## config.mk

```make
export PLATFORM = sky130hd
export DESIGN_NAME = ppls_out
export DESIGN_NICKNAME = d
export VERILOG_FILES = /design/src/design/ppls_pkg.sv /design/src/design/ppls_out.sv
export SDC_FILE = /design/constraint.sdc
export NUM_CORES = 1
export LEC_CHECK = 0
export BUFFER_PORTS_ARGS = -buffer_cell sky130_fd_sc_hd__buf_2
export CAP_MARGIN = 25
export CORE_MARGIN = 2
export CORE_UTILIZATION = 48
export CTS_BUF_LIST = sky130_fd_sc_hd__clkbuf_8
export CTS_CLUSTER_DIAMETER = 50
export DETAILED_ROUTE_END_ITERATION = 7
export GPL_TIMING_DRIVEN = 1
export PLACE_DENSITY = 0.8
export SETUP_SLACK_MARGIN = 0.2
export SYNTH_ARGS = -nofsm -noshare
export SYNTH_HDL_FRONTEND = slang
export SYNTH_SLANG_ARGS = --single-unit
```

## constraint.sdc

```tcl
create_clock -name clk -period 8.3 [get_ports clk]
set_input_delay 2.49 -clock clk [delete_from_list [all_inputs] [get_ports clk]]
set_output_delay 2.49 -clock clk [all_outputs]
set_load 0.02 [all_outputs]
```

## src/design/ppls_pkg.sv

```systemverilog
// Shared types and constants for the PID position loop with settle detection.
// Holds the word layouts of both channels, the register file and the stage words.
// No dependencies.
`timescale 1ns / 1ps

package ppls_pkg;

	// Field widths
	localparam int AngleW   = 20;
	localparam int ErrW     = AngleW + 1;
	localparam int DiffW    = ErrW + 1;
	localparam int SumW     = 32;
	localparam int GainW    = 24;
	localparam int LimW     = 31;
	localparam int ThrW     = 20;
	localparam int CntW     = 16;
	localparam int ForceW   = 32;
	localparam int CfgIdxW  = 3;
	localparam int CfgDataW = 31;
	localparam int FracW    = 16;

	// Product and accumulator widths (gains are zero-extended to signed)
	localparam int PProdW = GainW + 1 + ErrW;
	localparam int IProdW = GainW + 1 + SumW;
	localparam int DProdW = GainW + 1 + DiffW;
	localparam int AccW   = IProdW + 1;
	localparam int ShW    = AccW - FracW;

	// Opcodes
	localparam logic [1:0] OP_TICK  = 2'd0;
	localparam logic [1:0] OP_START = 2'd1;
	localparam logic [1:0] OP_STOP  = 2'd2;

	// Register indexes
	localparam logic [CfgIdxW-1:0] REG_PROP_GAIN    = 3'd0;
	localparam logic [CfgIdxW-1:0] REG_INTEG_GAIN   = 3'd1;
	localparam logic [CfgIdxW-1:0] REG_DERIV_GAIN   = 3'd2;
	localparam logic [CfgIdxW-1:0] REG_SUM_LIMIT    = 3'd3;
	localparam logic [CfgIdxW-1:0] REG_FORCE_LIMIT  = 3'd4;
	localparam logic [CfgIdxW-1:0] REG_SETTLE_THR   = 3'd5;
	localparam logic [CfgIdxW-1:0] REG_SETTLE_TICKS = 3'd6;

	localparam logic [LimW-1:0] SUM_LIMIT_RESET = 31'h7FFF_FFFF;

	// Input word
	typedef struct packed {
		logic [1:0]               opcode;
		logic signed [AngleW-1:0] target_angle;
		logic signed [AngleW-1:0] measured_angle;
	} item_word_t;

	// Result word
	typedef struct packed {
		logic signed [ForceW-1:0] force_res;
		logic                     in_band;
		logic                     settled_event;
		logic                     active;
	} result_word_t;

	// Register file
	typedef struct packed {
		logic [GainW-1:0] prop_gain;
		logic [GainW-1:0] integ_gain;
		logic [GainW-1:0] deriv_gain;
		logic [LimW-1:0]  error_sum_limit;
		logic [LimW-1:0]  force_limit;
		logic [ThrW-1:0]  settle_threshold;
		logic [CntW-1:0]  settle_ticks;
	} cfg_regs_t;

	// Control stage output: terms for the multipliers plus flags
	typedef struct packed {
		logic                   run;
		logic signed [ErrW-1:0] err;
		logic signed [SumW-1:0] error_sum;
		logic signed [DiffW-1:0] diff;
		logic                   in_band;
		logic                   settled_event;
		logic                   active;
	} ctrl_word_t;

	// Product stage output
	typedef struct packed {
		logic                     run;
		logic signed [PProdW-1:0] p_prod;
		logic signed [IProdW-1:0] i_prod;
		logic signed [DProdW-1:0] d_prod;
		logic                     in_band;
		logic                     settled_event;
		logic                     active;
	} prod_word_t;

endpackage

```

## src/design/ppls_out.sv

```systemverilog
// Output stage of the PID loop: sum of products, floor shift, force clamp,
// and the output register of the result channel.
// Depends on ppls_pkg.
`timescale 1ns / 1ps

module ppls_out
	import ppls_pkg::*;
(
	input  logic         clk,
	input  logic         adv,
	input  prod_word_t   prod_s3,
	input  cfg_regs_t    cfg,
	output result_word_t result_s4
);

	logic signed [AccW-1:0]   acc;
	logic signed [ShW-1:0]    shifted;
	logic signed [ShW-1:0]    mf;
	logic signed [ShW-1:0]    neg_mf;
	logic signed [ForceW-1:0] force_val;

	// Sum and arithmetic shift (rounds toward minus infinity)
	always_comb begin
		acc     = AccW'(prod_s3.p_prod) + AccW'(prod_s3.i_prod) + AccW'(prod_s3.d_prod);
		shifted = acc[AccW-1:FracW];
	end

	// Force clamp; zero while the loop does not run
	always_comb begin
		mf     = $signed({{(ShW-LimW){1'b0}}, cfg.force_limit});
		neg_mf = -mf;
		if (!prod_s3.run) begin
			force_val = '0;
		end else if (shifted > mf) begin
			force_val = mf[ForceW-1:0];
		end else if (shifted < neg_mf) begin
			force_val = neg_mf[ForceW-1:0];
		end else begin
			force_val = shifted[ForceW-1:0];
		end
	end

	// Result register
	always_ff @(posedge clk) begin
		if (adv) begin
			result_s4.force_res     <= force_val;
			result_s4.in_band       <= prod_s3.in_band;
			result_s4.settled_event <= prod_s3.settled_event;
			result_s4.active        <= prod_s3.active;
		end
	end

endmodule

```

== Word-level counts from Yosys, hierarchy flattened ==
Cells that the tools add are included.

* $add $sub $neg: 3
* Order comparisons: 2
* Multiplexer cells: 2
* Bitwise gates (word level): 1
* Reductions and logical operators: 1

{| class="wikitable"
|+ Operators with widths
! cell !! count
|-
| adder 46 x 57 -> 58 bit || 1
|-
| adder 58 x 47 -> 58 bit || 1
|-
| greater-than comparator 42 x 32 -> 1 bit || 1
|-
| less-than comparator 42 bit || 1
|-
| negation 31 -> 42 bit || 1
|-
| two-way mux 32 bit || 1
|-
| two-way mux 31 bit || 1
|-
| OR reduction 2 bit || 1
|-
| NOT 1 bit || 1
|}

* Register bits after elaboration: 35
* Output and inout bits: 35
* Word-level logic and storage cells: 14

== Longest topological paths before layout ==
* Depth after elaboration: 5
* Depth in mapped cells: 28
* Mapped depth without buffers: 24

== Worst setup path before layout ==
Ideal clock, no wire load.

* Path kind: input -> register
* Start: in prod_s3[11] (netlist bit)
* End: reg result_s4[3] (netlist bit) (data pin)
* Library setup time: 260 ps
* Arrival time: 7,625 ps
* Slack: 416 ps
* Stages: 24
* Buffers on the path: 2
* Cells stage by stage: inv_1 -> fa_1 -> inv_1 -> ha_1 -> a2111oi_2 -> o21ai_1 -> a22oi_4 -> nor3_1 -> o31ai_1 -> nand2b_1 -> a21oi_1 -> xnor2_1 -> ha_1 -> a21o_1 -> a21o_1 -> a2111oi_0 -> a2111oi_0 -> or3_1 -> clkbuf_1 -> a21oi_1 -> o31ai_4 -> buf_2 -> a22oi_1 -> mux2_2

* Longest elaborated chain between the ends: 4
* Elaborated cells between the ends (all ways): 5
* Those cells by class: 1 x add/sub; 2 x order compare; 2 x mux

{| class="wikitable"
|+ RTL lines
! element !! RTL line !! text
|-
| from (decl) || ppls_out.sv:11 || <nowiki>input prod_word_t prod_s3,</nowiki>
|-
| adder 58 x 47 -> 58 bit (*) || ppls_out.sv:24 || <nowiki>acc = AccW'(prod_s3.p_prod) + AccW'(prod_s3.i_prod) + AccW'(prod_s3.d_prod);</nowiki>
|-
| less-than comparator 42 bit || ppls_out.sv:36 || <nowiki>end else if (shifted < neg_mf) begin</nowiki>
|-
| two-way mux 32 bit || ppls_out.sv:36 ||
|-
| two-way mux 31 bit (*) || ppls_out.sv:34 || <nowiki>end else if (shifted > mf) begin</nowiki>
|-
| to (decl) || ppls_out.sv:13 || <nowiki>output result_word_t result_s4</nowiki>
|}

Every way passes the cells marked *; elsewhere a longest branch is shown, timed or not.
A chain may end at the register's enable or synchronous reset.

== Worst setup path in the final report ==
* Start: in prod_s3[6] (netlist bit)
* End: reg result_s4[23] (netlist bit) (data pin)

Same word-level chain as after synthesis.

==> summary.md <==
| Metric | Value |
|---|---|
| Status | completed |
| Setup crit end kind | register |
| Total track usage | 0.291 |
| Beginning of the critical path | prod_s3[6] |
| Post-Synthesis Cells | 1287 |
| Antenna diodes | 0 |
| Static Leakage | 5.87 nW |
| Finished Layout Cells | 1871 |
| Critical path launch point type | input port |
| Data arrival, critical path | 8.00 ns |
| Slew @ Worst Pin | 1.02 ns |
| Layout cells sized above 1 | 0.295 |
| Post-synth net total | 1795 |
| Final setup fails | 0 |
| Share of async-settable or async-resettable flops after synthesis | 0 |
| Area grow syn2layout | 25.4% |
| Peak supply drop | 0.0755 mV |
| Cts bufs inserted | 5 |
| Initial antenna violation count | 0 |
| DRC violations left | 0 |
| Fin. max-slew vios | 0 |
| Power Density | 202 mW/mm² |
| Crit-path max FO | 9 |
| Post-detailed-route count of antenna-violating nets | 0 |
| Vias in the first global route | 10400 |
| CP required | 8.34 ns |
| Prevailing post-synth register cell | edfxtp_1 |
| Clk buf depth | 2 |
| Slew margin rel. | 0.318 |
| M1 GR Usage | 0.406 |
| Multi-input logic area | 0.00871 mm² |
| CTS root buf | clkbuf_8 |
| Biggest register | result_s4 |
| Synth Area per Inst | 7.94 µm² |
| Final hold violations | 0 |
| Routed wire length | 33900 µm |
| Crit path time final | 7.96 ns |
| Grt met3 use | 0.0216 |
| Dpl cell area | 0.0125 mm² |
| FF+latch count, synth | 35 |
| Die Height | 150 µm |
| WS Path Type | in -> reg |
| Initial DRC count | 993 |
| Design area | 0.0128 mm² |
| Die X-Extent | 150 µm |
| WHS | 2.38 ns |
| Final net count | 2104 |
| Largest registers | result_s4 (35) |
| Met2 usage | 0.491 |
| Pin count of the biggest net entering global routing | 60 |
| Clock-pin transition on the worst setup and hold timing paths | 0.07 ns |
| DP Wirelength | 29100 µm |
| 1st-pass router iterations | 5 |
| Vias | 11200 |
| Synth Warn # | 0 |
| GRT Max-Usage Layer | met2 |
| Rows | 53 |
| Vias per cell | 6.00 |
| MaxCap Viol Count | 0 |
| Synth cell types | 98 |
| Buffers added on ports | 221 |
| Hold buffers post-CTS | 0 |
| Hold Path Class | in -> reg |
| Core area | 0.0210 mm² |
| Die ar. | 0.0225 mm² |
| Power Total | 2.58 mW |
| Fin crit share | 0.959 |
| RSZ-0062 raised after global routing | false |
| I/O pin cnt | 361 |
| First-pass GRT wire length | 52300 µm |
| Routability cong. | 0.953 |
| Max FFs per register | 35 |
| Post-synthesis sequential area ratio | 0.103 |
| Drt wl/cell | 18.1 µm |
| Post-Syn Area | 0.0102 mm² |
| Register area | 0.00105 mm² |
| Maximum clock frequency | 126 MHz |
| Placed insts | 1859 |
| Setup crit end | result_s4[23] |
| Initial Utilization | 0.487 |
| Htree depth | 2 |
| TritonCTS Sinks | 35 |
| Filler cell count | 1904 |
| CTS tree | yes |
| Post-synth EDFFs | 35 |
| GRT overflow | 0 |
## cell usage in the layout, fill, tap and decap left out, drive strengths merged, types with 18 or more instances in the layout
cell      n
a21oi    85
o211ai   22
nand2   166
nor3     74
o31ai    18
nand3    25
nand4    29
nor2     85
a21o     41
fa       56
o21ai    61
edfxtp   35
inv      89
xnor2    48
buf     368
ha      126
## synth_stat cells (12+ instances only)
master    count  area share
nand2_1     164       0.060
ha_1        126        0.15
inv_1        88       0.032
nor2_1       84       0.031
a21oi_1      80       0.039
nor3_1       69       0.034
fa_1         56        0.11
o21ai_0      51       0.025
xnor2_1      47       0.040
a21o_1       41       0.030
edfxtp_1     35        0.10
clkbuf_1     29       0.011
nand4_1      27       0.017
buf_2        26       0.013
nand3_1      24       0.012
o211ai_1     21       0.015
xor2_1       17       0.015
and2_1       16      0.0098
o31ai_1      15       0.011
mux2i_1      14       0.014
o32ai_1      12       0.010
## metrics by stage
| step | setup WS, ns | utilization | TNS [ns] |
|---|---|---|---|
| after floorplan | 0.416 | - | 0 |
| after global placement | -0.102 | 0.595 | -0.845 |
| after detailed placement | -0.340 | 0.595 | -4.75 |
| after CTS | 0.211 | 0.600 | 0 |
| after global routing | 0.161 | 0.611 | 0 |
| final | 0.337 | 0.611 | 0 |
## routing by layer
layer  up-vias  share of wire
li1       5347              -
met1      5246           0.44
met2       566           0.46
met3        60          0.080
met4         0          0.022
met5         -              0
## worst min path at each step
stage / start / endpoint / cells past startpoint / slack, ns
6_report: prod_s3[0] / result_s4[0] / 1 / 2.38
5_1_grt: prod_s3[2] / result_s4[2] / 1 / 2.37
4_1_cts: prod_s3[2] / result_s4[2] / 1 / 2.37
3_5_place_dp: prod_s3[2] / result_s4[2] / 1 / 2.67
3_3_place_gp: prod_s3[1] / result_s4[1] / 1 / 2.67
2_1_floorplan: prod_s3[0] / result_s4[0] / 0 / 2.59
## final cells by class
type,count,area share
Inverter,90,0.0264
Clock inverter,2,0.000684
Tap cell,275,0.0269
Sequential cell,35,0.0820
Clock buffer,5,0.00537
Multi-Input combinational cell,1095,0.680
Timing Repair Buffer,369,0.179
## repair_timing
| item | CTS | global route |
|---|---|---|
| hold endpoints to repair | 0 | 0 |
| resized for setup | 10 | 36 |
| gates cloned | 0 | 0 |
| buffers inserted | 0 | 5 |
| setup endpoints to repair | 27 | 32 |
| pin swaps | 0 | 14 |
## logic make-up after synthesis
family / share of synthesized area
buf+inv: 0.0676
mux: 0.0159
simple gates: 0.247
fa+ha+maj: 0.264
flops: 0.103
compound gates: 0.246
xor+xnor: 0.0565
## where the power goes
part | leakage [nW] | total, mW | switching (mW) | internal, mW
registers | 0.337 | 0.250 | 0.00676 | 0.243
logic | 5.50 | 2.22 | 1.26 | 0.959
clock network | 0.0414 | 0.117 | 0.0610 | 0.0558
## worst max-delay path, cell delays in order
cell	delay, ns
buf_2	0.08
inv_1	0.05
fa_1	0.53
inv_1	0.04
ha_1	0.30
a21oi_1	0.20
o211ai_1	0.13
a41oi_1	0.22
buf_4	0.16
a21oi_1	0.12
o21ba_2	0.27
or4_1	0.55
xor2_2	0.19
ha_1	0.32
nand4_1	0.14
nor3_2	0.24
nand2_2	0.15
o41ai_2	0.45
or3_4	0.26
nor2_4	0.07
and3_1	0.18
a311oi_1	0.37
nand2_1	0.12
nor4b_2	0.22
o32ai_1	0.13
No activity file was read; power rests on OpenSTA's default activity.
