File: config.mk
export PLATFORM = sky130hd
export DESIGN_NAME = ppls_ctrl
export DESIGN_NICKNAME = d
export VERILOG_FILES = /design/src/design/ppls_pkg.sv /design/src/design/ppls_ctrl.sv
export SDC_FILE = /design/constraint.sdc
export NUM_CORES = 1
export LEC_CHECK = 0
export ABC_CLOCK_PERIOD_IN_PS = 7680
export BUFFER_PORTS_ARGS = -buffer_cell sky130_fd_sc_hd__clkbuf_2
export CAP_MARGIN = 20
export CORE_ASPECT_RATIO = 0.8
export CORE_MARGIN = 3
export CORE_UTILIZATION = 40
export CTS_BUF_LIST = sky130_fd_sc_hd__clkbuf_16
export DETAILED_ROUTE_END_ITERATION = 16
export PLACE_DENSITY = 0.67
export SYNTH_ARGS = -nofsm -noshare
export SYNTH_HDL_FRONTEND = slang
export SYNTH_SLANG_ARGS = --single-unit
File: constraint.sdc
create_clock -name clk -period 7.68 [get_ports clk]
set_input_delay 0.768 -clock clk [delete_from_list [all_inputs] [get_ports clk]]
set_output_delay 0.768 -clock clk [all_outputs]
set_load 0.1 [all_outputs]
File: src/design/ppls_pkg.sv
// Shared types and constants for the PID position loop with settle detection.
// Holds the word layouts of both channels, the register file and the stage words.
// No dependencies.
`timescale 1ns / 1ps

package ppls_pkg;

	// Field widths
	localparam int AngleW   = 20;
	localparam int ErrW     = AngleW + 1;
	localparam int DiffW    = ErrW + 1;
	localparam int SumW     = 32;
	localparam int GainW    = 24;
	localparam int LimW     = 31;
	localparam int ThrW     = 20;
	localparam int CntW     = 16;
	localparam int ForceW   = 32;
	localparam int CfgIdxW  = 3;
	localparam int CfgDataW = 31;
	localparam int FracW    = 16;

	// Product and accumulator widths (gains are zero-extended to signed)
	localparam int PProdW = GainW + 1 + ErrW;
	localparam int IProdW = GainW + 1 + SumW;
	localparam int DProdW = GainW + 1 + DiffW;
	localparam int AccW   = IProdW + 1;
	localparam int ShW    = AccW - FracW;

	// Opcodes
	localparam logic [1:0] OP_TICK  = 2'd0;
	localparam logic [1:0] OP_START = 2'd1;
	localparam logic [1:0] OP_STOP  = 2'd2;

	// Register indexes
	localparam logic [CfgIdxW-1:0] REG_PROP_GAIN    = 3'd0;
	localparam logic [CfgIdxW-1:0] REG_INTEG_GAIN   = 3'd1;
	localparam logic [CfgIdxW-1:0] REG_DERIV_GAIN   = 3'd2;
	localparam logic [CfgIdxW-1:0] REG_SUM_LIMIT    = 3'd3;
	localparam logic [CfgIdxW-1:0] REG_FORCE_LIMIT  = 3'd4;
	localparam logic [CfgIdxW-1:0] REG_SETTLE_THR   = 3'd5;
	localparam logic [CfgIdxW-1:0] REG_SETTLE_TICKS = 3'd6;

	localparam logic [LimW-1:0] SUM_LIMIT_RESET = 31'h7FFF_FFFF;

	// Input word
	typedef struct packed {
		logic [1:0]               opcode;
		logic signed [AngleW-1:0] target_angle;
		logic signed [AngleW-1:0] measured_angle;
	} item_word_t;

	// Result word
	typedef struct packed {
		logic signed [ForceW-1:0] force_res;
		logic                     in_band;
		logic                     settled_event;
		logic                     active;
	} result_word_t;

	// Register file
	typedef struct packed {
		logic [GainW-1:0] prop_gain;
		logic [GainW-1:0] integ_gain;
		logic [GainW-1:0] deriv_gain;
		logic [LimW-1:0]  error_sum_limit;
		logic [LimW-1:0]  force_limit;
		logic [ThrW-1:0]  settle_threshold;
		logic [CntW-1:0]  settle_ticks;
	} cfg_regs_t;

	// Control stage output: terms for the multipliers plus flags
	typedef struct packed {
		logic                   run;
		logic signed [ErrW-1:0] err;
		logic signed [SumW-1:0] error_sum;
		logic signed [DiffW-1:0] diff;
		logic                   in_band;
		logic                   settled_event;
		logic                   active;
	} ctrl_word_t;

	// Product stage output
	typedef struct packed {
		logic                     run;
		logic signed [PProdW-1:0] p_prod;
		logic signed [IProdW-1:0] i_prod;
		logic signed [DProdW-1:0] d_prod;
		logic                     in_band;
		logic                     settled_event;
		logic                     active;
	} prod_word_t;

endpackage

File: src/design/ppls_ctrl.sv
// Control stage of the PID loop: error, clamped error sum, derivative term,
// band check, settle counter and one-shot event state.
// Depends on ppls_pkg.
`timescale 1ns / 1ps

module ppls_ctrl
	import ppls_pkg::*;
(
	input  logic       clk,
	input  logic       arst_n,
	input  logic       adv,
	input  logic       item_vld,
	input  item_word_t item_w,
	input  cfg_regs_t  cfg,
	output ctrl_word_t ctrl_s2
);

	logic signed [SumW-1:0] error_sum_q;
	logic signed [ErrW-1:0] last_error_q;
	logic [CntW-1:0]        in_band_count_q;
	logic                   pending_q;
	logic                   running_q;

	logic signed [ErrW-1:0]  err;
	logic                    is_start;
	logic                    is_stop;
	logic                    is_run;
	logic signed [SumW-1:0]  base_sum;
	logic signed [ErrW-1:0]  base_last;
	logic [CntW-1:0]         base_cnt;
	logic                    base_pend;
	logic signed [SumW:0]    sum_wide;
	logic signed [SumW:0]    lim;
	logic signed [SumW:0]    neg_lim;
	logic signed [SumW-1:0]  sum_new;
	logic signed [DiffW-1:0] diff;
	logic [ErrW-1:0]         mag;
	logic                    band;
	logic [CntW-1:0]         cnt_inc;
	logic [CntW-1:0]         cnt_new;
	logic                    settle;
	logic                    evt;
	logic                    pend_new;
	logic                    running_new;
	logic                    take;

	// Error and decode
	always_comb begin
		err      = ErrW'(item_w.target_angle) - ErrW'(item_w.measured_angle);
		is_start = (item_w.opcode == OP_START);
		is_stop  = (item_w.opcode == OP_STOP);
		is_run   = is_start || ((item_w.opcode == OP_TICK) && running_q);
		take     = adv && item_vld;
	end

	// A start clears the move state before the tick runs
	always_comb begin
		base_sum  = is_start ? '0 : error_sum_q;
		base_last = is_start ? err : last_error_q;
		base_cnt  = is_start ? '0 : in_band_count_q;
		base_pend = is_start ? 1'b1 : pending_q;
	end

	// Anti-windup clamp on the running sum
	always_comb begin
		sum_wide = (SumW+1)'(base_sum) + (SumW+1)'(err);
		lim      = $signed({2'b00, cfg.error_sum_limit});
		neg_lim  = -lim;
		if (sum_wide > lim) begin
			sum_new = lim[SumW-1:0];
		end else if (sum_wide < neg_lim) begin
			sum_new = neg_lim[SumW-1:0];
		end else begin
			sum_new = sum_wide[SumW-1:0];
		end
		diff = DiffW'(err) - DiffW'(base_last);
	end

	// Band check and settle counter (saturating)
	always_comb begin
		mag     = err[ErrW-1] ? ErrW'(-err) : ErrW'(err);
		band    = is_run && (mag < {1'b0, cfg.settle_threshold});
		cnt_inc = (base_cnt == {CntW{1'b1}}) ? base_cnt : base_cnt + 1'b1;
		cnt_new = band ? cnt_inc : '0;
		settle  = band && (cnt_inc >= cfg.settle_ticks) && base_pend;
	end

	// Event and run flags after this word
	always_comb begin
		evt         = 1'b0;
		pend_new    = pending_q;
		running_new = running_q;
		if (is_stop) begin
			evt         = pending_q;
			pend_new    = 1'b0;
			running_new = 1'b0;
		end else if (is_run) begin
			evt         = (is_start && pending_q) || settle;
			pend_new    = base_pend && !settle;
			running_new = 1'b1;
		end
	end

	// Loop state
	always_ff @(posedge clk or negedge arst_n) begin
		if (!arst_n) begin
			error_sum_q     <= '0;
			last_error_q    <= '0;
			in_band_count_q <= '0;
			pending_q       <= 1'b0;
			running_q       <= 1'b0;
		end else if (take) begin
			if (is_run) begin
				error_sum_q     <= sum_new;
				last_error_q    <= err;
				in_band_count_q <= cnt_new;
			end
			pending_q <= pend_new;
			running_q <= running_new;
		end
	end

	// Stage register toward the multipliers
	always_ff @(posedge clk) begin
		if (adv) begin
			ctrl_s2.run           <= is_run;
			ctrl_s2.err           <= err;
			ctrl_s2.error_sum     <= sum_new;
			ctrl_s2.diff          <= diff;
			ctrl_s2.in_band       <= band;
			ctrl_s2.settled_event <= evt;
			ctrl_s2.active        <= running_new;
		end
	end

	// A stop leaves the loop idle with nothing pending
	a_stop_clears: assert property (@(posedge clk) disable iff (!arst_n)
		(take && is_stop) |=> (!running_q && !pending_q))
		else $error("stop did not clear running and pending");

	// A start arms the loop and seeds the derivative history
	a_start_seeds: assert property (@(posedge clk) disable iff (!arst_n)
		(take && is_start) |=> (running_q && (last_error_q == $past(err))))
		else $error("start did not seed loop state");

	// The settle event fires once per move
	a_settle_once: assert property (@(posedge clk) disable iff (!arst_n)
		(take && settle) |=> !pending_q)
		else $error("pending still set after settle event");

endmodule

# Word level (Yosys, flattened, before mapping)
# Index checks and enable logic that the tools add are counted.
# totals
regBits,150
latchBits,0
ramBits,0
romBits,0
in_bits,216
out_inout_bits,79
wordCells,54
memories,0
# op_classes
n_addsub,6
n_mul,0
div,0
order_cmp,4
eq_ne,3
shifts,0
n_mux,15
bitwise,0
n_reduce_logical,14
# ops
cell,count
$mux W32,3
$mux W16,3
$mux W21,2
$add A32 B21 Y33,1
$gt A33 B32 Y1,1
$lt A33 B33 Y1,1
$neg A31 Y33,1
$sub A21 B21 Y22,1
$lt A21 B20 Y1,1
$neg A21 Y21,1
$sub A20 B20 Y21,1
$add A16 B1 Y16 const B,1
$eq A16 B16 Y1 const B,1
$ge A16 B16 Y1,1
$logic_and A1 B1 Y1,7
$mux W1,7
$reduce_and A2 Y1,2
$eq A2 B1 Y1 const B,1
$eq A2 B2 Y1 const B,1
$logic_not A2 Y1,1
$logic_or A1 B1 Y1,2
$reduce_bool A2 Y1,1
$logic_not A1 Y1,1

# Logic depth before layout (Yosys ltp)
# depth
depth_word,11
ltp_mapped,40
mapped_depth_nobuf,38

# Worst setup path before layout
# No wires, ideal clock.
# synth_timing
kind,input to register
startpoint,input item_w[20] (netlist name)
endpoint,register error_sum_q[30]
setup_ns,0.125
t_arrival_ns,7.754
t_required_ns,7.555
setup_slack_ns,-0.199
path_stages,40
n_path_buf,4
path_cell_list,inv_1 ha_1 inv_1 fa_1 a211oi_1 o21ai_0 a21boi_0 o21ai_0 a31o_2 inv_1 buf_1 buf_1 ha_1 o21a_1 o21ai_0 nand2b_1 and2_1 or2_2 [4 not listed] inv_1 ha_1 a21oi_1 nor2b_1 o21ai_0 nand2b_1 a21oi_1 nor2b_1 o21ai_0 nand3_1 a311o_1 o22ai_1 buf_2 buf_1 nand2_1 o31ai_1 mux2i_1 mux2_2
# synth_between
elab_chain_len,5
word_cells_on_any_way,6
classes_between,2 x add/sub; 2 x order compare; 2 x mux
# synth_lines
element,line_no,rtl
"start, declared",ppls_ctrl.sv:13,"input item_word_t item_w,"
$sub A20 B20 Y21 *,ppls_ctrl.sv:49,err = ErrW'(item_w.target_angle) - ErrW'(item_w.measured_angle);
net err[20],ppls_ctrl.sv:24,logic signed [ErrW-1:0] err;
$add A32 B21 Y33 *,ppls_ctrl.sv:66,sum_wide = (SumW+1)'(base_sum) + (SumW+1)'(err);
$lt A33 B33 Y1,ppls_ctrl.sv:71,end else if (sum_wide < neg_lim) begin
$mux W32,ppls_ctrl.sv:71,
$mux W32 *,ppls_ctrl.sv:69,if (sum_wide > lim) begin
net sum_new[30],ppls_ctrl.sv:35,logic signed [SumW-1:0] sum_new;
"end signal, assigned",ppls_ctrl.sv:114,error_sum_q <= sum_new;
"end, declared",ppls_ctrl.sv:18,logic signed [SumW-1:0] error_sum_q;
# Mark *: on every way through the listed nets, which the timed path passes. The rest lies on a longest branch.
# A chain may end at the register's enable or synchronous reset.

# Final worst setup path
# layout_timing
startpoint,input item_w[1] (netlist name)
endpoint,register error_sum_q[20]
# The elaborated chain is that of the path after synthesis.

==> impl_metrics.ini <==
[global_routing]
grt_use_total_pct = 22.7
grt_pass1_wl_um = 67300
grt_start_max_net_pins = 83
antenna_found_initial = 3
grt_pass1_vias = 12800
overflow = 0

[critical_path]
path_buf_inv = 6
critPathMaxStageDelay_ps = 380
worst-r2r-setup-slack_ps = 1580
worstSetupEndpointType = flip-flop
rr_worst_depth = 30
r2r_start = error_sum_q[0]$_DFFE_PN0P_
worst-path-stages = 35
crit_required_ps = 8010
crit_end = error_sum_q[20]$_DFFE_PN0P_
crit_type = input port to flip-flop
r2r-end = error_sum_q[25]$_DFFE_PN0P_
critPathMaxFanout = 8
crit_path_start_kind = input port
slowest_stage = mux2_2
crit_path_start = item_w[1]
crit_arrival_ps = 7690
cp_top_family = compound AO/OA/AOI/OAI gates

[yosys]
syn-cell-area_um2 = 13800
ys_seq_area_share_pct = 30.0
yosysWarningCount = 0
syn_area_per_cell_um2 = 8.66
synth-edff-count = 79
async_reset_ff_share_pct = 47.3
synth_ff_type = edfxtp_1
synthCells = 1597
synth_nets = 1976
yosysUniqueCellTypes = 74
yosys_register_bits = 150

[sta]
clock_skew_ps = 15.3
hold_viol_final = 0
final_max_slew_viol_count = 0
min_period_ps = 7370
setup_violations = 0
fin_crit_sh_pct = 95.9
slew_headroom_pct = 38.1
worst_pin_slew_ps = 928
setup_tns_ps = 0
fmax_mhz = 136

[hold_path]
hold_class = input port to asynchronous set/reset pin

[die]
dieArea_um2 = 36900
coreArea_um2 = 33900
die_h_um = 172
die_x_um = 214
row_count = 60
start_util_pct = 40.9
io_pins = 295

[finish]
multi_input_area_um2 = 9120
final_common_cell = clkbuf_2
fin_nets = 2316
fillCellCount = 3178
most-common-layout-cells = clkbuf_2 (189), nand2_1 (175), buf_4 (175)
layout-drive-gt1-share_pct = 23.7
final_cell_area_um2 = 17400
area_growth_pct = 26.1
seq_area_um2 = 4150

[power]
swShare_pct = 50.0
p_per_area_nw_per_um2 = 443
pwr-share-clk_pct = 12.6
p_sw_uw = 3860
power_frac_comb_pct = 69.2
power.leakage_uw = 0.00839
seq_power_share_pct = 18.1
power.internal_uw = 3860
peakVddDrop_mv = 0.282

[clocking]
h-tree-depth = 4
cts.sinks = 150
cts_buffers = 17
clk_latency_ps = 440
root_buffer = clkbuf_16
postCtsHoldBufs = 0
cts.path.max_buffers = 2
path_clk_slew_ps = 70
cts_tree = built

[routing]
ant_nets = 0
post_drt_via_cell_ratio = 5.39
dr.pass1.iters = 5
wl_um = 42500
wl_per_cell_um = 17.6
drtIter0Drc = 933
drc = 0
dr_wl_met3_um = 2210
wl_met1_um = 19300
wl_met2_um = 20000
top_layer = met5
dr_total_vias = 13000

[run]
drv_cap = 0

[placed_design]
io_buffers = 191
placed_cell_area_um2 = 16500
globalplace.congestion = 0.907
dp_hpwl_um = 32100

[status]
status = complete, no violations
-- synthesized netlist by cell type (4+ instances only) --
library cell,instances,area share [%]
buf_2,6,0.22
dfrtp_1,71,13
o21ai_0,82,3.0
o31ai_1,24,1.3
o21bai_1,23,1.2
a211oi_1,14,0.76
nor3_1,34,1.2
or3_1,12,0.54
o22ai_1,19,0.86
inv_1,127,3.4
edfxtp_1,79,17
a21boi_0,4,0.22
xor2_1,28,1.8
nand3_1,33,1.2
nor2_1,114,3.1
a21oi_1,84,3.0
a211o_1,4,0.25
nor2b_1,22,0.99
buf_1,6,0.16
or2_2,8,0.36
and3_1,22,0.99
mux2i_1,55,4.0
a21o_1,39,2.1
nand4_1,20,0.90
nand2b_1,18,0.81
o31a_1,5,0.32
or4_1,4,0.22
a22o_1,7,0.44
ha_1,160,14
nand2_1,175,4.7
o211ai_1,10,0.54
mux2_2,18,1.5
xnor2_1,97,6.1
and2_1,36,1.6
nor4_1,12,0.54
o21a_1,27,1.5
clkbuf_1,37,1.0
a31oi_1,4,0.18
-- metrics by stage --
step / std cells / power (uW) / worst slack (ps) / util (%) / hold slack, ps
6_report: 2416 / 7730 / 314 / 51.5 / 335
5_1_grt: 2416 / 8230 / -21.8 / 51.5 / 347
4_1_cts: 2404 / 7610 / 2.24 / 50.8 / 478
3_5_place_dp: 2372 / 6580 / -435 / 48.9 / 462
3_3_place_gp: 2372 / 6490 / -324 / 48.9 / 457
2_1_floorplan: 1597 / 4950 / 65.1 / - / 441
-- cell families (layout without fill, tap and decap cells) --
logic type	count (synthesis)	in the layout	share of synthesized area (%)
other	0	1	0
buffers and inverters	180	533	5.07
adder cells (fa/ha/maj)	165	165	15.0
AND/OR/NAND/NOR	521	521	17.9
AO/OA/AOI/OAI	383	383	18.6
XOR/XNOR	125	125	7.91
flip-flops	150	150	30.0
multiplexers	73	73	5.44
-- layer usage --
layer	track usage (%)	vias up
met5	0	-
met4	6.98	2
met3	3.69	58
met2	39.0	378
met1	29.6	6200
li1	-	6394
-- what timing repair did --
item                       4_1_cts  5_1_grt
setup endpoints to repair        0       64
gates resized for setup          0       28
buffers inserted                 0        8
-- area by class of cell --
| class | instances | share of cell area [%] |
|---|---|---|
| timing repair buffer | 374 | 14.1 |
| inverter | 127 | 2.73 |
| clock inverter | 15 | 1.34 |
| tap | 465 | 3.33 |
| antenna | 1 | 0.0143 |
| multi-input combinational | 1267 | 52.3 |
| clock buffer | 17 | 2.44 |
| sequential | 150 | 23.8 |
-- how the worst min path moves through the flow --
| stage | end | slack, ps | depth (start not counted) |
|---|---|---|---|
| 2_1_floorplan | error_sum_q[0]$_DFFE_PN0P_ | 440 | 2 |
| 3_3_place_gp | last_error_q[18]$_DFFE_PN0P_ | 460 | 2 |
| 3_5_place_dp | last_error_q[6]$_DFFE_PN0P_ | 460 | 2 |
| 4_1_cts | last_error_q[8]$_DFFE_PN0P_ | 480 | 2 |
| 5_1_grt | in_band_count_q[14]$_DFFE_PN0P_ | 350 | 2 |
| 6_report | in_band_count_q[14]$_DFFE_PN0P_ | 340 | 2 |
-- flip-flops by register name, indices dropped and copies added, names as in the netlist --
| name | count |
|---|---|
| in_band_count_q | 16 |
| error_sum_q | 32 |
| ctrl_s2 | 79 |
| pending_q | 1 |
| last_error_q | 21 |
| running_q | 1 |
-- worst register-to-register path: cells and delay by family, from the launching register on --
family / cells / cell delay [ps]
DFF: 1 / 370
adders and majority gates: 3 / 680
buffers and inverters: 5 / 640
muxes: 4 / 850
and+or+nand+nor: 7 / 1450
AOI/OAI and AO/OA: 11 / 2000
-- power groups by stage --
stage                     combinational [uW]  sequential (uW)  clock (uW)
after floorplan                         2410             2540           0
after global placement                  5080             1410           0
after detailed placement                5170             1410           0
after CTS                               5210             1400         995
after global routing                    5770             1430        1030
final                                   5350             1400         976
Power figures use the tool's default switching activity.
